==> src/sv/scfp_pkg.sv <==
// Package with shared types, constants and the CRC-8 step function of the frame parser.
`timescale 1ns / 1ps

package scfp_pkg;

    localparam int unsigned FRAME_LEN = 8;
    localparam int unsigned IDX_W     = $clog2(FRAME_LEN);
    localparam int unsigned CNT_W     = IDX_W + 1;

    localparam logic [7:0] SYNC_RESET = 8'd170;
    localparam logic [7:0] CRC_POLY   = 8'h07;
    localparam logic [7:0] CRC_TOP    = 8'h80;

    localparam logic [1:0] STATUS_NONE  = 2'd0;
    localparam logic [1:0] STATUS_FRAME = 2'd1;
    localparam logic [1:0] STATUS_ERROR = 2'd2;

    typedef enum logic [1:0] {
        S_IDLE,
        S_CRC,
        S_CHECK,
        S_SHIFT
    } state_t;

    typedef struct packed {
        logic take;
        logic emit_none;
        logic emit_frame;
        logic emit_error;
        logic crc_init;
        logic crc_step;
        logic clear_cnt;
        logic shift;
    } cmd_t;

    typedef struct packed {
        logic out_free;
        logic cnt_zero;
        logic frame_done;
        logic crc_last;
        logic crc_ok;
        logic head_sync;
    } stat_t;

    function automatic logic [7:0] crc8_byte(input logic [7:0] crc, input logic [7:0] data);
        logic [7:0] c;
        c = crc ^ data;
        for (int k = 0; k < 8; k++) begin
            if ((c & CRC_TOP) != 8'd0) begin
                c = {c[6:0], 1'b0} ^ CRC_POLY;
            end
            else begin
                c = {c[6:0], 1'b0};
            end
        end
        return c;
    endfunction

endpackage

==> src/sv/sync_crc8_frame_parser.sv <==
// Top level of the sync byte frame parser with CRC-8 check.
//
//  Channel   Direction  Handshake            Payload
//  input     in         in_valid / in_stall  rx_byte
//  output    out        out_valid/ out_stall status, sequence_res, throttle, rudder,
//                                            yaw, pitch, flag_bits
//  config    in         cfg_valid/ cfg_ready sync_value
//
// A byte that does not complete a frame yields a result of status none. The eighth byte
// of a frame is stored, then the CRC unit folds buffered bytes 0 to 6, one byte per
// cycle, and the result is reported when the output is free. A failed frame then
// shifts the buffer down to the next sync byte or until it is empty. Reset empties the
// buffer and restores the sync value; the buffer contents need no clearing. A stalled
// result holds the input off only when a new result would have to overwrite it.
`timescale 1ns / 1ps

module sync_crc8_frame_parser
    import scfp_pkg::*;
(
    input  logic              clk,
    input  logic              rst_n,
    input  logic              in_valid,
    output logic              in_stall,
    input  logic [7:0]        rx_byte,
    output logic              out_valid,
    input  logic              out_stall,
    output logic [1:0]        status,
    output logic [7:0]        sequence_res,
    output logic signed [7:0] throttle,
    output logic signed [7:0] rudder,
    output logic signed [7:0] yaw,
    output logic signed [7:0] pitch,
    output logic [7:0]        flag_bits,
    input  logic              cfg_valid,
    output logic              cfg_ready,
    input  logic [7:0]        sync_value
);

    cmd_t  cmd;
    stat_t stat;

    assign cfg_ready = 1'b1;

    scfp_ctrl u_ctrl (
        .clk      (clk),
        .rst_n    (rst_n),
        .in_valid (in_valid),
        .in_stall (in_stall),
        .stat     (stat),
        .cmd      (cmd)
    );

    scfp_dp u_dp (
        .clk          (clk),
        .rst_n        (rst_n),
        .cmd          (cmd),
        .stat         (stat),
        .rx_byte      (rx_byte),
        .cfg_valid    (cfg_valid),
        .sync_value   (sync_value),
        .out_valid    (out_valid),
        .out_stall    (out_stall),
        .status       (status),
        .sequence_res (sequence_res),
        .throttle     (throttle),
        .rudder       (rudder),
        .yaw          (yaw),
        .pitch        (pitch),
        .flag_bits    (flag_bits)
    );

endmodule

==> src/sv/scfp_dp.sv <==
// Datapath of the frame parser: frame buffer, fill count, CRC unit and result register.
`timescale 1ns / 1ps

module scfp_dp
    import scfp_pkg::*;
(
    input  logic              clk,
    input  logic              rst_n,
    input  cmd_t              cmd,
    output stat_t             stat,
    input  logic [7:0]        rx_byte,
    input  logic              cfg_valid,
    input  logic [7:0]        sync_value,
    output logic              out_valid,
    input  logic              out_stall,
    output logic [1:0]        status,
    output logic [7:0]        sequence_res,
    output logic signed [7:0] throttle,
    output logic signed [7:0] rudder,
    output logic signed [7:0] yaw,
    output logic signed [7:0] pitch,
    output logic [7:0]        flag_bits
);

    logic [7:0]       buf_reg  [FRAME_LEN];
    logic [7:0]       buf_next [FRAME_LEN];
    logic [CNT_W-1:0] cnt_reg, cnt_next;
    logic [7:0]       sync_reg, sync_next;
    logic [7:0]       crc_reg, crc_next;
    logic [IDX_W-1:0] idx_reg, idx_next;
    logic             out_valid_reg, out_valid_next;
    logic [1:0]       status_reg, status_next;
    logic [7:0]       field_reg  [1:FRAME_LEN-2];
    logic [7:0]       field_next [1:FRAME_LEN-2];
    logic             emit;

    assign emit = cmd.emit_none | cmd.emit_frame | cmd.emit_error;

    assign stat.out_free   = !out_valid_reg || !out_stall;
    assign stat.cnt_zero   = (cnt_reg == '0);
    assign stat.frame_done = (cnt_reg == CNT_W'(FRAME_LEN - 1));
    assign stat.crc_last   = (idx_reg == IDX_W'(FRAME_LEN - 2));
    assign stat.head_sync  = (buf_reg[0] == sync_reg);
    assign stat.crc_ok     = (buf_reg[0] == sync_reg) && (buf_reg[FRAME_LEN-1] == crc_reg);

    always_comb
    begin
        sync_next = cfg_valid ? sync_value : sync_reg;
    end

    always_comb
    begin
        buf_next = buf_reg;
        cnt_next = cnt_reg;
        if (cmd.take)
        begin
            if (cnt_reg == '0)
            begin
                if (rx_byte == sync_reg)
                begin
                    buf_next[0] = rx_byte;
                    cnt_next    = CNT_W'(1);
                end
            end
            else
            begin
                buf_next[cnt_reg[IDX_W-1:0]] = rx_byte;
                cnt_next = cnt_reg + CNT_W'(1);
            end
        end
        else if (cmd.shift)
        begin
            for (int j = 0; j < FRAME_LEN - 1; j++)
            begin
                buf_next[j] = buf_reg[j+1];
            end
            cnt_next = cnt_reg - CNT_W'(1);
        end
        else if (cmd.clear_cnt)
        begin
            cnt_next = '0;
        end
    end

    always_comb
    begin
        crc_next = crc_reg;
        idx_next = idx_reg;
        if (cmd.crc_init)
        begin
            crc_next = '0;
            idx_next = '0;
        end
        else if (cmd.crc_step)
        begin
            crc_next = crc8_byte(crc_reg, buf_reg[idx_reg]);
            idx_next = idx_reg + IDX_W'(1);
        end
    end

    always_comb
    begin
        out_valid_next = out_valid_reg;
        status_next    = status_reg;
        field_next     = field_reg;
        if (out_valid_reg && !out_stall)
        begin
            out_valid_next = 1'b0;
        end
        if (emit)
        begin
            out_valid_next = 1'b1;
            priority if (cmd.emit_frame)
            begin
                status_next = STATUS_FRAME;
            end
            else if (cmd.emit_error)
            begin
                status_next = STATUS_ERROR;
            end
            else
            begin
                status_next = STATUS_NONE;
            end
            for (int j = 1; j <= FRAME_LEN - 2; j++)
            begin
                field_next[j] = cmd.emit_frame ? buf_reg[j] : 8'd0;
            end
        end
    end

    always_ff @(posedge clk or negedge rst_n)
    begin
        if (!rst_n)
        begin
            cnt_reg       <= '0;
            sync_reg      <= SYNC_RESET;
            out_valid_reg <= 1'b0;
        end
        else
        begin
            cnt_reg       <= cnt_next;
            sync_reg      <= sync_next;
            out_valid_reg <= out_valid_next;
        end
    end

    always_ff @(posedge clk)
    begin
        buf_reg    <= buf_next;
        crc_reg    <= crc_next;
        idx_reg    <= idx_next;
        status_reg <= status_next;
        field_reg  <= field_next;
    end

    assign out_valid    = out_valid_reg;
    assign status       = status_reg;
    assign sequence_res = field_reg[1];
    assign throttle     = field_reg[2];
    assign rudder       = field_reg[3];
    assign yaw          = field_reg[4];
    assign pitch        = field_reg[5];
    assign flag_bits    = field_reg[6];

endmodule

==> src/sv/scfp_ctrl.sv <==
// Controller state machine of the frame parser.
`timescale 1ns / 1ps

module scfp_ctrl
    import scfp_pkg::*;
(
    input  logic  clk,
    input  logic  rst_n,
    input  logic  in_valid,
    output logic  in_stall,
    input  stat_t stat,
    output cmd_t  cmd
);

    state_t state_reg, state_next;
    logic   accept;

    assign accept = (state_reg == S_IDLE) && in_valid && stat.out_free;

    always_comb
    begin
        state_next = state_reg;
        unique case (state_reg)
            S_IDLE:
            begin
                if (accept && !stat.cnt_zero && stat.frame_done)
                begin
                    state_next = S_CRC;
                end
            end
            S_CRC:
            begin
                if (stat.crc_last)
                begin
                    state_next = S_CHECK;
                end
            end
            S_CHECK:
            begin
                if (stat.out_free)
                begin
                    state_next = stat.crc_ok ? S_IDLE : S_SHIFT;
                end
            end
            S_SHIFT:
            begin
                if (stat.cnt_zero || stat.head_sync)
                begin
                    state_next = S_IDLE;
                end
            end
            default:
            begin
                state_next = S_IDLE;
            end
        endcase
    end

    always_comb
    begin
        cmd      = '0;
        in_stall = 1'b1;
        unique case (state_reg)
            S_IDLE:
            begin
                in_stall = !stat.out_free;
                if (accept)
                begin
                    cmd.take = 1'b1;
                    if (!stat.cnt_zero && stat.frame_done)
                    begin
                        cmd.crc_init = 1'b1;
                    end
                    else
                    begin
                        cmd.emit_none = 1'b1;
                    end
                end
            end
            S_CRC:
            begin
                cmd.crc_step = 1'b1;
            end
            S_CHECK:
            begin
                if (stat.out_free)
                begin
                    if (stat.crc_ok)
                    begin
                        cmd.emit_frame = 1'b1;
                        cmd.clear_cnt  = 1'b1;
                    end
                    else
                    begin
                        cmd.emit_error = 1'b1;
                        cmd.shift      = 1'b1;
                    end
                end
            end
            S_SHIFT:
            begin
                if (!stat.cnt_zero && !stat.head_sync)
                begin
                    cmd.shift = 1'b1;
                end
            end
            default:
            begin
                cmd = '0;
            end
        endcase
    end

    always_ff @(posedge clk or negedge rst_n)
    begin
        if (!rst_n)
        begin
            state_reg <= S_IDLE;
        end
        else
        begin
            state_reg <= state_next;
        end
    end

endmodule

==> config.mk <==
export PLATFORM = sky130hd
export DESIGN_NAME = sync_crc8_frame_parser
export DESIGN_NICKNAME = d
export VERILOG_FILES = /design/src/sv/scfp_pkg.sv /design/src/sv/sync_crc8_frame_parser.sv /design/src/sv/scfp_dp.sv /design/src/sv/scfp_ctrl.sv
export SDC_FILE = /design/constraint.sdc
export NUM_CORES = 1
export LEC_CHECK = 0
export BUFFER_PORTS_ARGS = -buffer_cell sky130_fd_sc_hd__buf_2
export CAP_MARGIN = 10
export CORE_UTILIZATION = 59
export CTS_CLUSTER_DIAMETER = 120
export CTS_CLUSTER_SIZE = 24
export DETAILED_ROUTE_END_ITERATION = 16
export PLACE_DENSITY = 0.86
export SLEW_MARGIN = 10
export SYNTH_ARGS = -nofsm -noshare
export SYNTH_HDL_FRONTEND = slang
export SYNTH_SLANG_ARGS = --single-unit
==> constraint.sdc <==
create_clock -name clk -period 6.45 [get_ports clk]
set_clock_uncertainty 0.15 [all_clocks]
set_input_delay 0.9675 -clock clk [delete_from_list [all_inputs] [get_ports clk]]
set_output_delay 0.9675 -clock clk [all_outputs]
set_load 0.02 [all_outputs]
==> impl_metrics.yaml, run 1 <==
status:
  outcome: "finished clean"
synthesis:
  ys_seq_elements: 140
  synth_top_family_by_area: "simple AND/OR/NAND/NOR gates"
  muxShareOfSynthArea_pct: 8.54
  yosys.cell_types.count: 55
  synth_common_cells: "edfxtp_1 (114), nand2_1 (55), and2_1 (48)"
  post_synth_inst_count: 517
  synth_nets: 542
  synth-compound-area-share_pct: 9.75
  synth_largest_area_cell: "edfxtp_1"
  synth_warnings: 0
  synth-edff-count: 114
  synth_top_area_share_pct: 50.5
  synth_area_um2: 6790
  seq_area_frac_synth_pct: 59.3
  synth_fa_ha_area_share_pct: 0.738
  synth_area_leaders: "edfxtp_1 (50%), a22o_1 (5.4%), and2_1 (4.4%)"
  yosys.area_share.simple_pct: 11.6
  synthArstFlopShare_pct: 10.7
  synth_xor_area_share_pct: 6.84
  syn_avg_cell_area_um2: 13.1
  synthFlopType: "edfxtp_1"
  synth.most_common_cell: "edfxtp_1"
cts:
  cts_max_level: 4
  ctsResizeCount: 0
  clk_pin_slew_ns: 0.06
  post_cts_buffers: 0
  cts_inserted_buffers: 17
  cts_tree: "built"
  hold_buffers: 0
  clockBufferDepth: 2
  cts.sinks: 140
  root_buffer: "clkbuf_16"
  clk_latency_ns: 0.42
floorplan:
  ios: 74
  start_util_pct: 61.5
  fp.coreArea_um2: 11000
  die_h_um: 109
  num_rows: 38
  fp.dieW_um: 109
  dieArea_um2: 11900
final_layout:
  largest_reg_flops: 64
  finalNetCount: 604
  syn_to_final_growth_pct: 14.7
  final_layout_size_suffix_gt1_share_pct: 22.6
  final_area_um2: 7780
  fillers: 726
  antennaDiodeCount: 0
routing:
  met2WireLength_um: 6900
  vias: 4571
  drc: 0
  met3RoutedLength_um: 1790
  dr.max_layer_used: "met4"
  vias_per_cell: 6.24
  finalWirelength_um: 15200
  drt_iter0_drc: 478
  wl_met1_um: 5980
  routedWlPerCell_um: 20.7
  final_antenna_net_count: 0
  first_pass_iters: 5
critical_path:
  cp.required_ns: 6.35
  endpoint_kind: "register"
  path_class: "in -> reg"
  start_kind: "primary input"
  critPathSlowestCell: "a21oi_1"
  worstPathArrival_ns: 3.21
  cp_common_cell: "a21oi_1"
  max_stage_delay_ns: 0.75
  path_max_fanout: 27
  crit_chain: "buf_2 -> nand2_1 -> nand3_2 -> a21oi_1 -> inv_1 -> a21oi_1"
sta:
  fin_crit_ns: 3.30
  max_freq_mhz: 303
  rsz0062_at_grt: "false"
  slew_headroom_pct: 18.8
  finalSetupTns_ns: 0
  setup_viol: 0
  tightest_slew_ns: 1.22
  timing.hold.ws_ns: 0.284
  finalHoldViolCount: 0
  period_share_pct: 51.2
  maxSlewViolCount: 0
place:
  placed_area_um2: 7200
  dp_hpwl_um: 10300
  portBuffers: 72
  gp_congestion: 0.930
run:
  max_cap_violations: 0
global_route:
  grtUsageTotal_pct: 27.9
  grt_pass1_vias: 4192
  antenna_found_initial: 0
  grt_pass1_wl_um: 23600
  grt_max_degree: 50
  grt_overflow_total: 0
power:
  power-per-cell-area_nw_per_um2: 644
  ir_drop_mv: 0.357
  total_leakage_power_nw: 2.97
hold_path:
  hold_class: "in -> async"
worst paths after layout:
path | depth (start not counted) | end | slack (ns) | startpoint
setup / recovery | 6 | u_dp.buf_reg[62] | 3.15 | out_stall
hold / removal | 1 | u_dp.out_valid | 0.28 | rst_n
setup reg to reg | 6 | u_dp.crc_reg[2] | 3.16 | u_dp.idx_reg[0]
hold reg to reg | 2 | u_dp.crc_reg[0] | 0.37 | u_dp.crc_reg[0]
max in group asynchronous | 1 | u_dp.sync_reg[5] | 5.57 | rst_n
min in group clk | 2 | u_dp.crc_reg[0] | 0.37 | u_dp.crc_reg[0]
metrics by stage:
step / utilization, % / power [W] / instances / worst slack (ns)
6_report: 70.5 / 0.00501 / 732 / 3.15
5_1_grt: 70.5 / 0.00526 / 732 / 2.92
4_1_cts: 70.5 / 0.00500 / 732 / 3.16
3_5_place_dp: 65.3 / 0.00403 / 700 / 2.75
3_3_place_gp: 65.3 / 0.00397 / 700 / 2.87
2_1_floorplan: - / 0.00351 / 517 / 0.839
critical path, delay by kind of cell:
family / cells / cell delay (ns)
buffers and inverters: 2 / 0.19
AOI/OAI and AO/OA: 2 / 1.37
and+or+nand+nor: 2 / 0.68
final cells by class:
class                      instances  area, um^2  share of cell area (%)
sequential                       140        4020                    51.7
multi-input combinational        331        2560                    33.0
clock buffer                      18         429                    5.52
timing repair buffer              76         390                    5.02
tap                              140         175                    2.25
clock inverter                    14         148                    1.90
inverter                          13        48.8                   0.627
cells by family after synthesis:
family          count (synthesis)
buf+inv                        46
other cells                     1
mux                            36
compound gates                 88
xor+xnor                       44
flops                         140
fa+ha+maj                       4
simple gates                  158
routing by layer:
metal,vias up,global-route usage [%]
met5,-,0
met4,0,12.6
met3,43,7.05
met2,334,41.7
met1,2162,38.7
li1,2032,-
where the power goes:
| group | switching [W] | internal [W] | leakage [nW] |
|---|---|---|---|
| clock | 0.000376 | 0.000569 | 0.282 |
| sequential | 0.000383 | 0.00157 | 1.33 |
| combinational | 0.00115 | 0.000961 | 1.36 |
| total | 0.00191 | 0.00310 | 2.97 |
cell usage in the layout (no fill, tap or decap), drive strengths merged, types with 2 or more instances in the layout:
cell      n
a211oi    4
a21oi     5
a221oi    2
a22o     42
and2     48
and3      2
buf      76
bufinv    2
clkbuf   18
clkinv   10
dfrtp    11
dfstp     4
dfxtp    11
edfxtp  114
ha        4
inv      14
mux2     11
mux2i    12
mux4     13
nand2    55
nand2b    3
nand3    12
nand4     4
nor2     22
nor2b     3
nor3      3
nor4      3
o21ai    17
o22ai     7
o31a      2
xnor2    27
xnor3     3
xor2     14
Note: power is estimated with default switching activity, not from simulation.
==> run 2, diff against run 1 <==
ABC_AREA = 1   (was not set)
CORE_UTILIZATION = 53   (was 59)
PLACE_DENSITY = 0.82   (was 0.86)
clock period = 2.7 ns   (was 6.45 ns; I/O delays follow)
==> run 2 against run 1 <==
Wire length grew 18%. Die area grew 16%. Sequential power grew 110%. Power rose by 150%. Count of clock-buffer cells in the layout is 1 lower. Critical path type is now reg -> reg. Highest routed layer unchanged.
==> impl_metrics.yaml, run 2 <==
power:
  power.net_switching_w: 0.00556
  power_frac_comb_pct: 47.3
  seqPwrFrac_pct: 33.6
  pwr-share-clk_pct: 19.1
  p_int_w: 0.00690
  p_sw_share_pct: 44.6
  power-per-cell-area_nw_per_um2: 1510
  ir_drop_mv: 0.561
  total_leakage_power_nw: 3.67
floorplan:
  die_h_um: 117
  ios: 74
  dieArea_um2: 13800
  fp.coreArea_um2: 12800
  fp.dieW_um: 117
  start_util_pct: 55.1
  num_rows: 41
routing:
  routedWlPerCell_um: 17.5
  first_pass_iters: 5
  vias: 5955
  vias_per_cell: 5.83
  final_antenna_net_count: 0
  drc: 0
  drt_iter0_drc: 765
  finalWirelength_um: 17900
synthesis:
  synth_largest_area_cell: "edfxtp_1"
  yosys.cell_types.count: 41
  synth_top_area_share_pct: 48.5
  synth_common_cells: "nand2_1 (164), edfxtp_1 (114), inv_1 (95)"
  ys_seq_elements: 140
  synthArstFlopShare_pct: 10.7
  syn_avg_cell_area_um2: 9.38
  synth-edff-count: 114
  synth_nets: 778
  synth_area_um2: 7070
  seq_area_frac_synth_pct: 57.0
  synth_warnings: 0
  synth.most_common_cell: "nand2_1"
  synthFlopType: "edfxtp_1"
  synth_area_leaders: "edfxtp_1 (48%), nand2_1 (8.7%), inv_1 (5.0%)"
  post_synth_inst_count: 753
critical_path:
  cp.required_ns: 2.74
  path_max_fanout: 8
  start_kind: "register"
  worstPathArrival_ns: 2.47
  endpoint_kind: "register"
  path_class: "reg -> reg"
  ff2ff_path_depth: 10
place:
  portBuffers: 72
  gp_congestion: 0.984
  dp_hpwl_um: 12500
hold_path:
  hold_class: "in -> reg"
  hold_depth: 3
sta:
  tightest_slew_ns: 0.846
  finalSetupTns_ns: 0
  period_share_pct: 90.0
  finalHoldViolCount: 0
  fin_crit_ns: 2.43
  max_freq_mhz: 411
  setup_viol: 0
  maxSlewViolCount: 0
  slew_headroom_pct: 43.6
  rsz0062_at_grt: "false"
cts:
  cts_max_level: 4
  cts_inserted_buffers: 17
  cts.sinks: 140
  clockBufferDepth: 2
  clk_latency_ns: 0.43
  post_cts_buffers: 0
  cts_tree: "built"
  clk_pin_slew_ns: 0.06
  root_buffer: "clkbuf_16"
run:
  max_cap_violations: 0
final_layout:
  final_layout_size_suffix_gt1_share_pct: 20.0
  fin_util_pct: 64.3
  largest_reg_flops: 64
  final_common_cell: "nand2_1"
  final_cell_mix: "nand2_1 (163), edfxtp_1 (114), inv_1 (95), buf_2 (72), nor2_1 (67)"
  syn_to_final_growth_pct: 16.6
  fillers: 1011
  antennaDiodeCount: 0
  finalNetCount: 862
status:
  outcome: "finished clean"
global_route:
  grt_overflow_total: 0
  grt_max_degree: 53
  antenna_found_initial: 0
  grtUsageTotal_pct: 27.0
  grt_pass1_vias: 5467
  grt_pass1_wl_um: 28200
run 2: cell count changes after synthesis, moves of 13 or more:
cell and change:
a21oi_1 +25, a22o_1 -42, and2_1 -48, clkbuf_1 -13, inv_1 +82, nand2_1 +109
nand3_1 +50, nor2_1 +45, o22ai_1 +44, xnor2_1 -14
run 2: routing by layer:
layer / wire length (um) / track usage, % / up-vias
met3: 2190 / 8.87 / 70
met4: 826 / 15.5 / 0
met5: 0 / 0 / -
li1: - / - / 2719
met2: 7890 / 39.8 / 428
met1: 7010 / 35.0 / 2738
run 2: critical path: stages, from the launching register on:
cell     delay, ns
dfrtp_1       0.46
inv_1         0.15
ha_1          0.20
nand2_1       0.11
nor2_1        0.27
nor2_1        0.08
nand3_1       0.13
nand2_1       0.12
nor2_1        0.24
a21oi_1       0.09
buf_4         0.18
run 2: cell type report:
class	count	area [um^2]	area share (%)
multi-input combinational	481	2460	29.9
sequential	140	4030	48.8
timing repair buffer	93	533	6.47
tap	172	215	2.61
inverter	104	402	4.87
clock buffer	17	425	5.16
clock inverter	15	176	2.14
run 2: repair_timing:
action / CTS / global route
hold endpoints to repair: 11 / 0
gates resized for setup: 0 / 2
setup endpoints to repair: 0 / 32
hold buffers: 1 / 0
run 2: path summary, 6_finish.rpt:
| path | end | startpoint | slack [ns] |
|---|---|---|---|
| setup / recovery | u_dp.buf_reg[39] | u_dp.cnt_reg[1] | 0.27 |
| hold / removal | u_dp.sync_reg[7] | sync_value[7] | 0.04 |
| setup reg to reg | u_dp.buf_reg[39] | u_dp.cnt_reg[1] | 0.27 |
| hold reg to reg | u_dp.sync_reg[7] | u_dp.sync_reg[7] | 0.36 |
| max in group asynchronous | u_dp.sync_reg[5] | rst_n | 1.85 |
| min in group asynchronous | u_dp.out_valid | rst_n | 0.25 |
run 2: cell families (layout without fill, tap and decap cells):
| family | Yosys count | count (layout) | synth area share [%] |
|---|---|---|---|
| buffers and inverters | 132 | 229 | 8.22 |
| adder cells (fa/ha/maj) | 4 | 4 | 0.708 |
| multiplexers | 5 | 5 | 0.797 |
| AO/OA/AOI/OAI | 118 | 118 | 9.97 |
| XOR/XNOR | 25 | 25 | 3.10 |
| AND/OR/NAND/NOR | 328 | 328 | 20.2 |
| flip-flops | 140 | 140 | 57.0 |
| other | 1 | 1 | 0.0531 |
run 2: power by group through the flow:
stage	Combinational, W	Sequential (W)	Clock [W]
after global routing	0.00643	0.00427	0.00248
after detailed placement	0.00567	0.00418	0
final	0.00590	0.00419	0.00238
after global placement	0.00559	0.00416	0
after floorplan	0.00392	0.00441	0
after CTS	0.00575	0.00416	0.00239
run 2: stage by stage:
stage | setup slack (ns) | total power (W) | hold WS (ns) | std cells | area [um^2]
6_report | 0.270 | 0.0125 | 0.0368 | 1022 | 8240
5_1_grt | 0.125 | 0.0132 | 0.0241 | 1022 | 8240
4_1_cts | 0.214 | 0.0123 | 0.0214 | 1022 | 8240
3_5_place_dp | 0.245 | 0.00985 | 0.180 | 989 | 7620
3_3_place_gp | 0.301 | 0.00975 | 0.179 | 989 | 7620
2_1_floorplan | 0.252 | 0.00833 | -0.0406 | 753 | 7070
